==> src/rtl/assert_macros.svh <==
// assertion macros used by the top-level rtl file
`ifndef ASSERT_MACROS_SVH
`define ASSERT_MACROS_SVH

// same-cycle implication
`define CSMCF_ASSERT_NOW(lbl, ante, cons, msg) \
  lbl: assert property (@(posedge clk) disable iff (!rst_n) (ante) |-> (cons)) \
    else $error(msg);

// next-cycle implication
`define CSMCF_ASSERT_NEXT(lbl, ante, cons, msg) \
  lbl: assert property (@(posedge clk) disable iff (!rst_n) (ante) |=> (cons)) \
    else $error(msg);

`endif

==> src/rtl/csmcf_pkg.sv <==
// shared types, codes and constants of the min cost flow solver
`timescale 1ns / 1ps
package csmcf_pkg;

  localparam int MAX_NODES_DEF = 64;
  localparam int MAX_ARCS_DEF  = 256;

  localparam int ALU_W  = 49;
  localparam int DIST_W = 32;
  localparam int EXC_W  = 24;
  localparam int FLOW_W = 24;
  localparam int COST_W = 47;

  localparam logic [COST_W-1:0] COST_MAX = {COST_W{1'b1}};

  localparam logic [1:0] REQ_SUPPLY = 2'd0;
  localparam logic [1:0] REQ_ARC    = 2'd1;
  localparam logic [1:0] REQ_SOLVE  = 2'd2;

  localparam logic REG_NODE_COUNT = 1'b0;
  localparam logic REG_ARC_COUNT  = 1'b1;

  localparam logic ALU_ADD = 1'b0;
  localparam logic ALU_SUB = 1'b1;

  typedef struct packed {
    logic [1:0]         req_type;
    logic [7:0]         item_index;
    logic signed [15:0] supply_value;
    logic [5:0]         arc_tail;
    logic [5:0]         arc_head;
    logic [15:0]        arc_weight;
  } in_req_t;

  typedef struct packed {
    logic              feasible;
    logic [COST_W-1:0] total_cost;
  } out_res_t;

  typedef struct packed {
    logic                    op;
    logic signed [ALU_W-1:0] a;
    logic signed [ALU_W-1:0] b;
  } alu_req_t;

endpackage

==> src/rtl/csmcf_ram.sv <==
// single write port, single registered read port memory
`timescale 1ns / 1ps
module csmcf_ram import csmcf_pkg::*; #(
  parameter int DEPTH = 2,
  parameter int WIDTH = 8,
  localparam int AW = (DEPTH > 1) ? $clog2(DEPTH) : 1
) (
  input  logic             clk,
  input  logic             we,
  input  logic [AW-1:0]    waddr,
  input  logic [WIDTH-1:0] wdata,
  input  logic [AW-1:0]    raddr,
  output logic [WIDTH-1:0] rdata
);

  logic [WIDTH-1:0] mem [DEPTH];
  logic [WIDTH-1:0] rdata_r;

  always_ff @(posedge clk) begin
    if (we) begin
      mem[waddr] <= wdata;
    end
    rdata_r <= mem[raddr];
  end

  assign rdata = rdata_r;

endmodule

==> config.mk <==
export PLATFORM = sky130hd
export DESIGN_NAME = csmcf_ram
export DESIGN_NICKNAME = d
export VERILOG_FILES = /design/src/rtl/assert_macros.svh /design/src/rtl/csmcf_pkg.sv /design/src/rtl/csmcf_ram.sv
export SDC_FILE = /design/constraint.sdc
export NUM_CORES = 1
export LEC_CHECK = 0
export CORE_MARGIN = 3
export CORE_UTILIZATION = 55
export DETAILED_ROUTE_END_ITERATION = 8
export DONT_BUFFER_PORTS = 1
export PLACE_DENSITY = 0.7
export RECOVER_POWER = 50
export REMOVE_ABC_BUFFERS = 1
export SKIP_CTS_REPAIR_TIMING = 1
export SYNTH_ARGS = -nofsm -noshare
export SYNTH_HDL_FRONTEND = slang
export SYNTH_SLANG_ARGS = --single-unit
export TNS_END_PERCENT = 20
==> constraint.sdc <==
create_clock -name clk -period 1.1 [get_ports clk]
set_input_delay 0.11 -clock clk [delete_from_list [all_inputs] [get_ports clk]]
set_output_delay 0.11 -clock clk [all_outputs]
set_load 0.02 [all_outputs]
==> results.yml <==
synthesis:
  synth.most_common_cell: "edfxtp_1"
  yosys.area.top_type: "edfxtp_1"
  synth-async-reset-ratio_pct: 0
  ys_types: 6
  synth_ff_type: "edfxtp_1"
  synth_top_area_share_pct: 61.2
  synth_edf_count: 16
  ys_ff_latch: 24
  synth.area.top_cells: "edfxtp_1 61%, dfxtp_1 20%, mux2_4 15%"
  syn_area_per_cell_um2: 22.4
  syn-cell-area_um2: 785
  synth_common_cells: "16 x edfxtp_1, 8 x dfxtp_1, 8 x mux2_4"
  synth_warnings: 0
  yosysSeqAreaShare_pct: 81.7
  netlist_instances: 35
pwr:
  p_leak_nw: 0.337
  power_mw: 1.51
  power_density_nw_per_um2: 1680
  ir_drop_uv: 1240
floorplanning:
  initial_core_util_pct: 64.5
  die_area_um2: 1920
  rows: 12
  coreArea_um2: 1220
  die_x_um: 43.8
  io_pins: 20
  die_y_um: 43.8
clock_tree:
  cts_root_buf: "clkbuf_4"
  cts_buffer_depth: 2
  cts_sinks: 24
  htree_levels: 1
  clkTransAtPathRegs_ns: 0.11
  numCtsBuffers: 3
  clk_latency_ns: 0.29
  cts_tree: "built"
finish:
  fin_nets: 61
  diodes: 0
  utilization_pct: 74.1
  area_delta_synth_final_pct: 14.8
  drive_above_1_share_pct: 23.4
  final_area_um2: 901
global_route:
  grt_util_all_layers_pct: 9.84
  grt_overflow_total: 0
  grt_max_degree: 13
  grt_pass1_vias: 317
  antenna_found_initial: 0
  grt_first_pass_wirelength_um: 1280
detailed_routing:
  via_per_inst: 5.25
  routedWlPerCell_um: 14.8
  first_iter_violations: 2
  drc: 0
  ant_nets: 0
  firstDrtPassIters: 3
  via_count: 320
  drt-total-wl_um: 904
sta:
  timing.hold.ws_ns: -0.0358
  finalMaxSlewViolations: 0
  max-slew-margin-rel_pct: 64.8
  period_needed_ns: 0.847
  worstMarginPinSlew_ns: 0.528
  hold_viol_final: 8
  fin_skew_ns: 0.000373
  finalSetupViolCount: 0
  tns_ns: 0
  grt_setup_unrepaired: "false"
  period_share_pct: 77.0
  max_freq_mhz: 1180
status:
  status: "finished, violations left"
  violations: "hold timing"
placed_design:
  io_buffers: 0
  gp_congestion: 0.590
  placed_area_um2: 806
worst_setup_path:
  worst_ep_required_time_ns: 0.99
  start_kind: "register"
  crit_type: "register to output port"
  critPathMaxFanout: 1
  endpoint_kind: "output port"
  cp.arrival_ns: 0.74
hold_path:
  hp-class: "input port to register"
run:
  maxCapViolations: 0
metal layers:
metal	routed length, um	share of wire (%)	track usage [%]	vias to the layer above
li1	-	-	-	153
met3	58	6.4	3.32	0
met1	302	33	8.29	155
met5	0	0	0	-
met2	543	60	19.2	12
met4	0	0	5.42	0
layout by cell type (no fill, tap or decap):
master and n:
clkbuf_4 3, dlygate4sd3_1 8, edfxtp_1 16, dfxtp_1 8, and2_0 1, nor2b_1 1
mux2_4 8, clkbuf_1 2
path summary, 6_finish.rpt:
check | start | end | slack (ns) | depth (start not counted)
setup reg to reg | mem[1][5]$_DFFE_PP_ | rdata[5]$_DFF_P_ | 0.35 | 1
hold / removal | raddr | rdata[1]$_DFF_P_ | -0.04 | 1
setup / recovery | rdata[4]$_DFF_P_ | rdata[4] | 0.25 | 0
hold reg to reg | mem[1][6]$_DFFE_PP_ | rdata[6]$_DFF_P_ | 0.48 | 1
through the flow:
step,hold WS (ns),setup WS (ns),cells
2_1_floorplan,0.209,0.197,34
6_report,-0.0358,0.253,61
4_1_cts,-0.106,0.235,53
3_3_place_gp,0.209,0.322,50
5_1_grt,-0.0532,0.207,61
3_5_place_dp,0.209,0.296,50
where the power goes:
part / switching [mW] / internal [mW]
Sequential: 0.0532 / 1.03
Clock: 0.211 / 0.127
Combinational: 0.0247 / 0.0615
cell type report:
| class | instances | area [um^2] |
|---|---|---|
| Timing Repair Buffer | 10 | 87.6 |
| Multi-Input combinational cell | 10 | 133 |
| Tap cell | 14 | 17.5 |
| Fill cell | 66 | 315 |
| Sequential cell | 24 | 641 |
| Clock buffer | 3 | 22.5 |
sequential cells by signal, indices dropped and copies added, names as in the netlist:
name	cells
rdata	8
mem	16
cells by family after synthesis:
group,synth area share (%)
muxes,15.3
and+or+nand+nor,1.60
DFF,81.7
buffers and inverters,1.44
No activity file was read; power rests on OpenSTA's default activity.
