File: src/rtl/assert_macros.svh
// assertion macros used by the top-level rtl file
`ifndef ASSERT_MACROS_SVH
`define ASSERT_MACROS_SVH

// same-cycle implication
`define CSMCF_ASSERT_NOW(lbl, ante, cons, msg) \
  lbl: assert property (@(posedge clk) disable iff (!rst_n) (ante) |-> (cons)) \
    else $error(msg);

// next-cycle implication
`define CSMCF_ASSERT_NEXT(lbl, ante, cons, msg) \
  lbl: assert property (@(posedge clk) disable iff (!rst_n) (ante) |=> (cons)) \
    else $error(msg);

`endif

File: src/rtl/csmcf_pkg.sv
// shared types, codes and constants of the min cost flow solver
`timescale 1ns / 1ps
package csmcf_pkg;

  localparam int MAX_NODES_DEF = 64;
  localparam int MAX_ARCS_DEF  = 256;

  localparam int ALU_W  = 49;
  localparam int DIST_W = 32;
  localparam int EXC_W  = 24;
  localparam int FLOW_W = 24;
  localparam int COST_W = 47;

  localparam logic [COST_W-1:0] COST_MAX = {COST_W{1'b1}};

  localparam logic [1:0] REQ_SUPPLY = 2'd0;
  localparam logic [1:0] REQ_ARC    = 2'd1;
  localparam logic [1:0] REQ_SOLVE  = 2'd2;

  localparam logic REG_NODE_COUNT = 1'b0;
  localparam logic REG_ARC_COUNT  = 1'b1;

  localparam logic ALU_ADD = 1'b0;
  localparam logic ALU_SUB = 1'b1;

  typedef struct packed {
    logic [1:0]         req_type;
    logic [7:0]         item_index;
    logic signed [15:0] supply_value;
    logic [5:0]         arc_tail;
    logic [5:0]         arc_head;
    logic [15:0]        arc_weight;
  } in_req_t;

  typedef struct packed {
    logic              feasible;
    logic [COST_W-1:0] total_cost;
  } out_res_t;

  typedef struct packed {
    logic                    op;
    logic signed [ALU_W-1:0] a;
    logic signed [ALU_W-1:0] b;
  } alu_req_t;

endpackage

File: src/rtl/csmcf_alu.sv
// shared add, subtract and signed compare unit
`timescale 1ns / 1ps
module csmcf_alu import csmcf_pkg::*; (
  input  alu_req_t                req,
  output logic signed [ALU_W-1:0] res,
  output logic                    lt
);

  always_comb begin
    case (req.op)
      ALU_ADD: res = req.a + req.b;
      ALU_SUB: res = req.a - req.b;
      default: res = req.a;
    endcase
  end

  assign lt = (req.a < req.b);

endmodule

File: config.mk
export PLATFORM = sky130hd
export DESIGN_NAME = csmcf_alu
export DESIGN_NICKNAME = d
export VERILOG_FILES = /design/src/rtl/assert_macros.svh /design/src/rtl/csmcf_pkg.sv /design/src/rtl/csmcf_alu.sv
export SDC_FILE = /design/constraint.sdc
export NUM_CORES = 1
export LEC_CHECK = 0
export ABC_AREA = 1
export BUFFER_PORTS_ARGS = -buffer_cell sky130_fd_sc_hd__clkbuf_2
export CAP_MARGIN = 20
export CORE_MARGIN = 8
export CORE_UTILIZATION = 45
export DETAILED_ROUTE_END_ITERATION = 10
export PLACE_DENSITY = 0.66
export SYNTH_ARGS = -nofsm -noshare
export SYNTH_HDL_FRONTEND = slang
export SYNTH_SLANG_ARGS = --single-unit
File: constraint.sdc
create_clock -name vclk -period 2
set_input_delay 0 -clock vclk [all_inputs]
set_output_delay 0 -clock vclk [all_outputs]
set_load 0.01 [all_outputs]
==> impl_results.md, run 1 <==
* Status: complete, but fails checks
* Failing checks: setup timing
* Site row count at 53
* FF+latch area at 0 um^2
* WL per Instance at between 15 and 20 um
* Post-Route WL at roughly 44000 um
* Placed Cells at around 2700
* Util after Layout at 0.649
* Die area at 26300 um^2
* Antenna viol nets, final at 0
* Max Fclk at 0.499 GHz
* Area Overhead vs Synth at 42.0%
* Arrival time worst endpoint at 2.01 ns
* Most frequent cells in the layout: 851 x nand2_1, 506 x inv_1, 252 x buf_4, 145 x clkbuf_2, 91 x nor2_1
* Fin crit period at 2.01 ns
* Worst Tran Pin Value at 0.576 ns
* Pleak at roughly 8.5 nW
* DP Worst Slack at -0.235 ns
* Layout Nets at 2645
* Comb power frac at 1.000
* Area share of fa/ha/maj cells after synthesis at 0.130
* Number of global-route vias before repair at around 13000
* WP data required at ~2 ns
* Synth Area in Simple Gates at 0.538
* FFs & Latches at 0
* Total number of vias at ~14000
* Syn. warnings at 0
* Global-route wire length before repair at ~66000 um
* Max Slew Vio Count at 0
* Clock power frac at 0
* Max Cap Viol at 0
* XOR/XNOR Fraction of Synth Area at 0.0419
* # clk buffers at 0
* Final worst slack at -0.00588 ns
* Port Buf Inserts at between 100 and 150
* Routability Congestion at just over 1
* Power Dens Cells at roughly 320 nW/um^2
* Crit. End Element: output pin
* Initial core utilization at 0.457
* Switching Fraction at 0.603
* Min-Delay Endpoint: res[0]
* Sequential fraction of the synthesis area at 0
* # diodes at 0
* Final worst-path cycle share at 1.00
* I/O pin cnt at 149
* Post-DP HPWL at around 38000 um
* Worst Setup Path Type: input port to output pin
* Worst-path maximum fanout at 7
* Total global routing overflow at 0
* Largest net degree at the start of global routing at 50
* Hold Crit Class: input port to output pin
* Startpoint Class: input port
* Global Route Usage Sum at 0.314
* Rel. slew slack at 0.612
* Synth unique cells at 34
* Mapped Area at ~9600 um^2
* Fin. Hold Viols at 0
* DRC at 0
* Pint at 1.75 mW
* DR iter-0 viols at 1162
* Initial antenna violation count at 0
* HP Start: req[0]
* Most common cell after layout, fill and taps aside: nand2_1
* Core area at 21000 um^2
* Synthesized area per cell at 4.62 um^2
* Psw at ~2.7 mW
* Worst hold path cell count at 4
* Mux cell area share after synthesis at 0
* Max IR drop VDD at between 150 and 200 uV
* Chip width at roughly 160 um
* Compound-Gate Fraction of Synth Area at 0.0598
* Non-filler cells, final at roughly 2700
* Vias per Instance at around 5.0
* Sequential power share at 0
* Unrepaired setup endpoints after global routing: yes
* Final setup violation count at 1
* Largest family of logic cells by synthesized area: simple AND/OR/NAND/NOR gates
* Die Y at between 150 and 200 um
* Router iterations before antenna repair at 6
* Cell count after synthesis at roughly 2100
* Syn Nets at roughly 2300
* Layout cell share with drive strength beyond 1 at 0.278
-- critical path, stage by stage --
cell	delay (ns)
clkbuf_2	0.09
inv_1	0.07
ha_4	0.28
buf_12	0.12
inv_1	0.07
a21oi_1	0.26
nand2_1	0.13
inv_1	0.07
nand2_1	0.12
a21oi_1	0.25
nand3_1	0.12
nand2_1	0.07
nand2_1	0.05
nand2_1	0.08
nand2_1	0.07
clkbuf_2	0.13
-- layout make-up --
| class | instances | area, um^2 |
|---|---|---|
| fillers | 2191 | 7370 |
| multi-input cells | 1514 | 8570 |
| inverters | 523 | 1960 |
| repair buffers | 408 | 2770 |
| well taps | 275 | 344 |
-- routing by layer --
metal | track usage | vias to the layer above | share of wire
li1 | - | 6819 | -
met1 | 0.423 | 6013 | 0.43
met2 | 0.523 | 601 | 0.45
met3 | 0.0278 | 79 | 0.086
met4 | 0.0909 | 0 | 0.037
met5 | 0 | - | 0
-- power by group through the flow --
stage	Sequential [mW]	Combinational, mW	Clock (mW)
3_5_place_dp	0	3.87	0
2_1_floorplan	0	2.15	0
4_1_cts	0	3.95	0
6_report	0	4.41	0
3_3_place_gp	0	3.84	0
5_1_grt	0	4.78	0
-- synthesized netlist by cell type, types with 5 or more instances --
cell type	count	share of area
o21bai_1	7	0.0055
nor3_2	7	0.0073
nor3_1	17	0.0088
nand2_1	914	0.36
buf_4	5	0.0039
ha_1	97	0.13
a21oi_1	65	0.034
inv_1	513	0.20
and2_1	10	0.0065
nor2_4	6	0.0070
nor2_2	28	0.018
xor2_1	46	0.042
nand3_1	80	0.042
inv_2	9	0.0035
o21ai_0	27	0.014
buf_2	28	0.015
nor2_1	151	0.059
nand4_1	38	0.025
-- stage by stage --
| step | cell area (um^2) | power [mW] | hold WS [ns] | TNS [ns] |
|---|---|---|---|---|
| 2_1_floorplan | 9620 | 2.15 | 0.158 | 0 |
| 3_3_place_gp | 12400 | 3.84 | 0.359 | -1.63 |
| 3_5_place_dp | 12400 | 3.87 | 0.378 | -2.14 |
| 4_1_cts | 12600 | 3.95 | 0.377 | -0.00813 |
| 5_1_grt | 13700 | 4.78 | 0.467 | -0.553 |
| 6_report | 13700 | 4.41 | 0.450 | -0.00588 |
-- cells by family after synthesis --
family                   Yosys count
XOR/XNOR                          46
AND/OR/NAND/NOR                 1261
adder cells (fa/ha/maj)           99
buffers and inverters            566
AO/OA/AOI/OAI                    108
-- repair_timing --
| action | CTS | global route |
|---|---|---|
| hold buffers | 0 | 0 |
| resized for setup | 59 | 234 |
| pin swaps | 1 | 34 |
| setup endpoints to repair | 31 | 42 |
| setup buffers | 1 | 7 |
-- how the worst max path moves through the flow --
stage / startpoint / end / cells after the start
after floorplan: req[49] / res[32] / 15
after global placement: req[27] / res[40] / 15
after detailed placement: req[26] / res[40] / 15
after CTS: req[26] / res[40] / 15
after global routing: req[49] / res[32] / 18
final: req[35] / res[44] / 16
Note: power is estimated with default switching activity, not from simulation.
==> run 2, diff against run 1 <==
- PLACE_DENSITY: 0.66 -> 0.77
==> run 2 against run 1 <==
Compared with the run above:
- the run now ends clean
- utilization up 0.45 points
- critical path depth down 1
- die area unchanged
- largest cell class unchanged
- largest power group unchanged
- highest routed layer unchanged
==> impl_results.md, run 2 (synthesis gave the netlist of run 1 again) <==
* Max Slew Vio Count at 0 (unchanged)
* Max Cap Viol at 0 (unchanged)
* Max Fclk at 0.503 GHz (+0.98%)
* Layout Nets at 2634 (-0.42%)
* WHS at 0.395 ns (-0.0547 ns)
* Unrepaired setup endpoints after global routing: yes
* Site row count at 53 (unchanged)
* Final setup violation count at 0 (-1)
* Chip width at 162 um (unchanged)
* Router iterations before antenna repair at 5 (-1)
* Met2 GRT Util at 0.530 (+0.00647)
* Crit. End Element: output pin
* Global-route wire length before repair at 65600 um (about the same)
* FF+latch area at 0 um^2 (unchanged)
* Area Overhead vs Synth at 42.9%
* Non-filler cells, final at 2709 (-0.40%)
* Met3 Usage GRT at 0.0314 (+0.00354)
* WP data required at 2.00 ns (about the same)
* Worst Setup Path Type: input port to output pin
* Total global routing overflow at 0 (unchanged)
* Cell mode on critical path: nand2_1
* Initial core utilization at 0.457 (unchanged)
* # clk buffers at 0 (unchanged)
* Fin crit period at 1.99 ns (-0.0195 ns)
* Placed Cells at 2703 (-0.33%)
* Hold Crit Class: input port to output pin
* Fin. Hold Viols at 0 (unchanged)
* Arrival time worst endpoint at 1.99 ns (-0.02 ns)
* Status: finished clean
* Initial antenna violation count at 0 (unchanged)
* CP max stage cell: o21ai_0
* Final worst-path cycle share at 0.993 (-0.00973)
* Number of global-route vias before repair at 12600 (-0.86%)
* Rel. slew slack at 0.652 (+0.0398)
* Die Y at 162 um (unchanged)
* Startpoint Class: input port
* Routability Congestion at 1.05 (+2.8%)
* # diodes at 0 (unchanged)
* I/O pin cnt at 149 (unchanged)
* Total number of vias at 13600 (+0.40%)
* Worst-path maximum fanout at 6 (-1)
* Largest net degree at the start of global routing at 50 (unchanged)
* Vias per Instance at 5.01 (+0.81%)
* Global Route Usage Sum at 0.316 (+0.00121)
* Post-DP HPWL at 38400 um (+0.47%)
* Met1 usage at 0.417 (-0.00559)
* Pleak at 8.49 nW (-0.54%)
* Core area at 21000 um^2 (unchanged)
* DRC at 0 (unchanged)
* Post-Route WL at 45300 um (+2.2%)
* Antenna viol nets, final at 0 (unchanged)
* FFs & Latches at 0 (unchanged)
* Layout cell share with drive strength beyond 1 at 0.300 (+0.0222)
* Worst Tran Pin Value at 0.517 ns (-0.0591 ns)
* Die area at 26300 um^2 (unchanged)
* WL per Instance at 16.7 um (+2.6%)
* Most frequent cells in the layout: 823 x nand2_1, 496 x inv_1, 244 x buf_4, 138 x clkbuf_2, 90 x nand2_2
* Power Dens Cells at 324 nW/um^2 (+0.48%)
* Max IR drop VDD at 186 uV (+2.0%)
* Final TNS setup at 0 ns (+0.00588 ns)
* DR iter-0 viols at 1233 (+6.1%)
* Final Power at 4.46 mW (+1.2%)
* Critical path cell sequence: clkbuf_2, inv_1, ha_4, nand2_1, buf_4, inv_1, nand2_1, nand2_1, a21oi_1, nor2_1, o21ai_0, nand4_1, nand2_1, nand2_1, clkbuf_2
* GR peak layer: met2
* Worst hold path cell count at 4 (unchanged)
* Most common cell after layout, fill and taps aside: nand2_1
* Largest stage delay, worst path at 0.35 ns (+0.07 ns)
* Port Buf Inserts at 149 (unchanged)
## run 2: cell count changes in the layout (fill, tap and decap cells not counted), sizes merged
cell | before | now
buf | 263 | 258
clkbuf | 145 | 139
clkinvlp | 0 | 1
inv | 522 | 521
## run 2: final timing paths
kind                    start     end
worst max-delay path  req[23]      lt
worst min-delay path   req[0]  res[0]
## run 2: where the power goes
part | internal, mW | switching, mW
clock network | 0 | 0
logic | 1.73 | 2.73
registers | 0 | 0
total | 1.73 | 2.73
## run 2: final cells by class
class	instances	area (um^2)
well taps	275	344
fillers	2158	7270
repair buffers	397	2660
multi-input cells	1514	8770
inverters	523	1970
## run 2: metrics by stage
stage          instance area, um^2  worst slack, ns   util
2_1_floorplan                 9620            0.412      -
3_3_place_gp                 12300           -0.161  0.585
3_5_place_dp                 12300           -0.192  0.585
4_1_cts                      12500          0.00160  0.594
5_1_grt                      13700          -0.0544  0.654
6_report                     13700           0.0136  0.654
## run 2: what timing repair did
action,CTS,global route
setup buffers,0,7
hold buffers,0,0
gates resized for setup,61,312
pin swaps,2,56
setup endpoints to repair,33,43
## run 2: routing by layer
layer | up-vias | share of wire | wire length [um]
met2 | 578 | 0.46 | 20800
met3 | 88 | 0.076 | 3430
met5 | - | 0 | 0
li1 | 6781 | - | -
met4 | 0 | 0.034 | 1560
met1 | 6119 | 0.43 | 19500
## run 2: worst max-delay path, delay by kind of cell
family / cells / cell delay (ns)
adder cells (fa/ha/maj): 1 / 0.27
buffers and inverters: 5 / 0.43
AND/OR/NAND/NOR: 7 / 0.68
AO/OA/AOI/OAI: 2 / 0.59
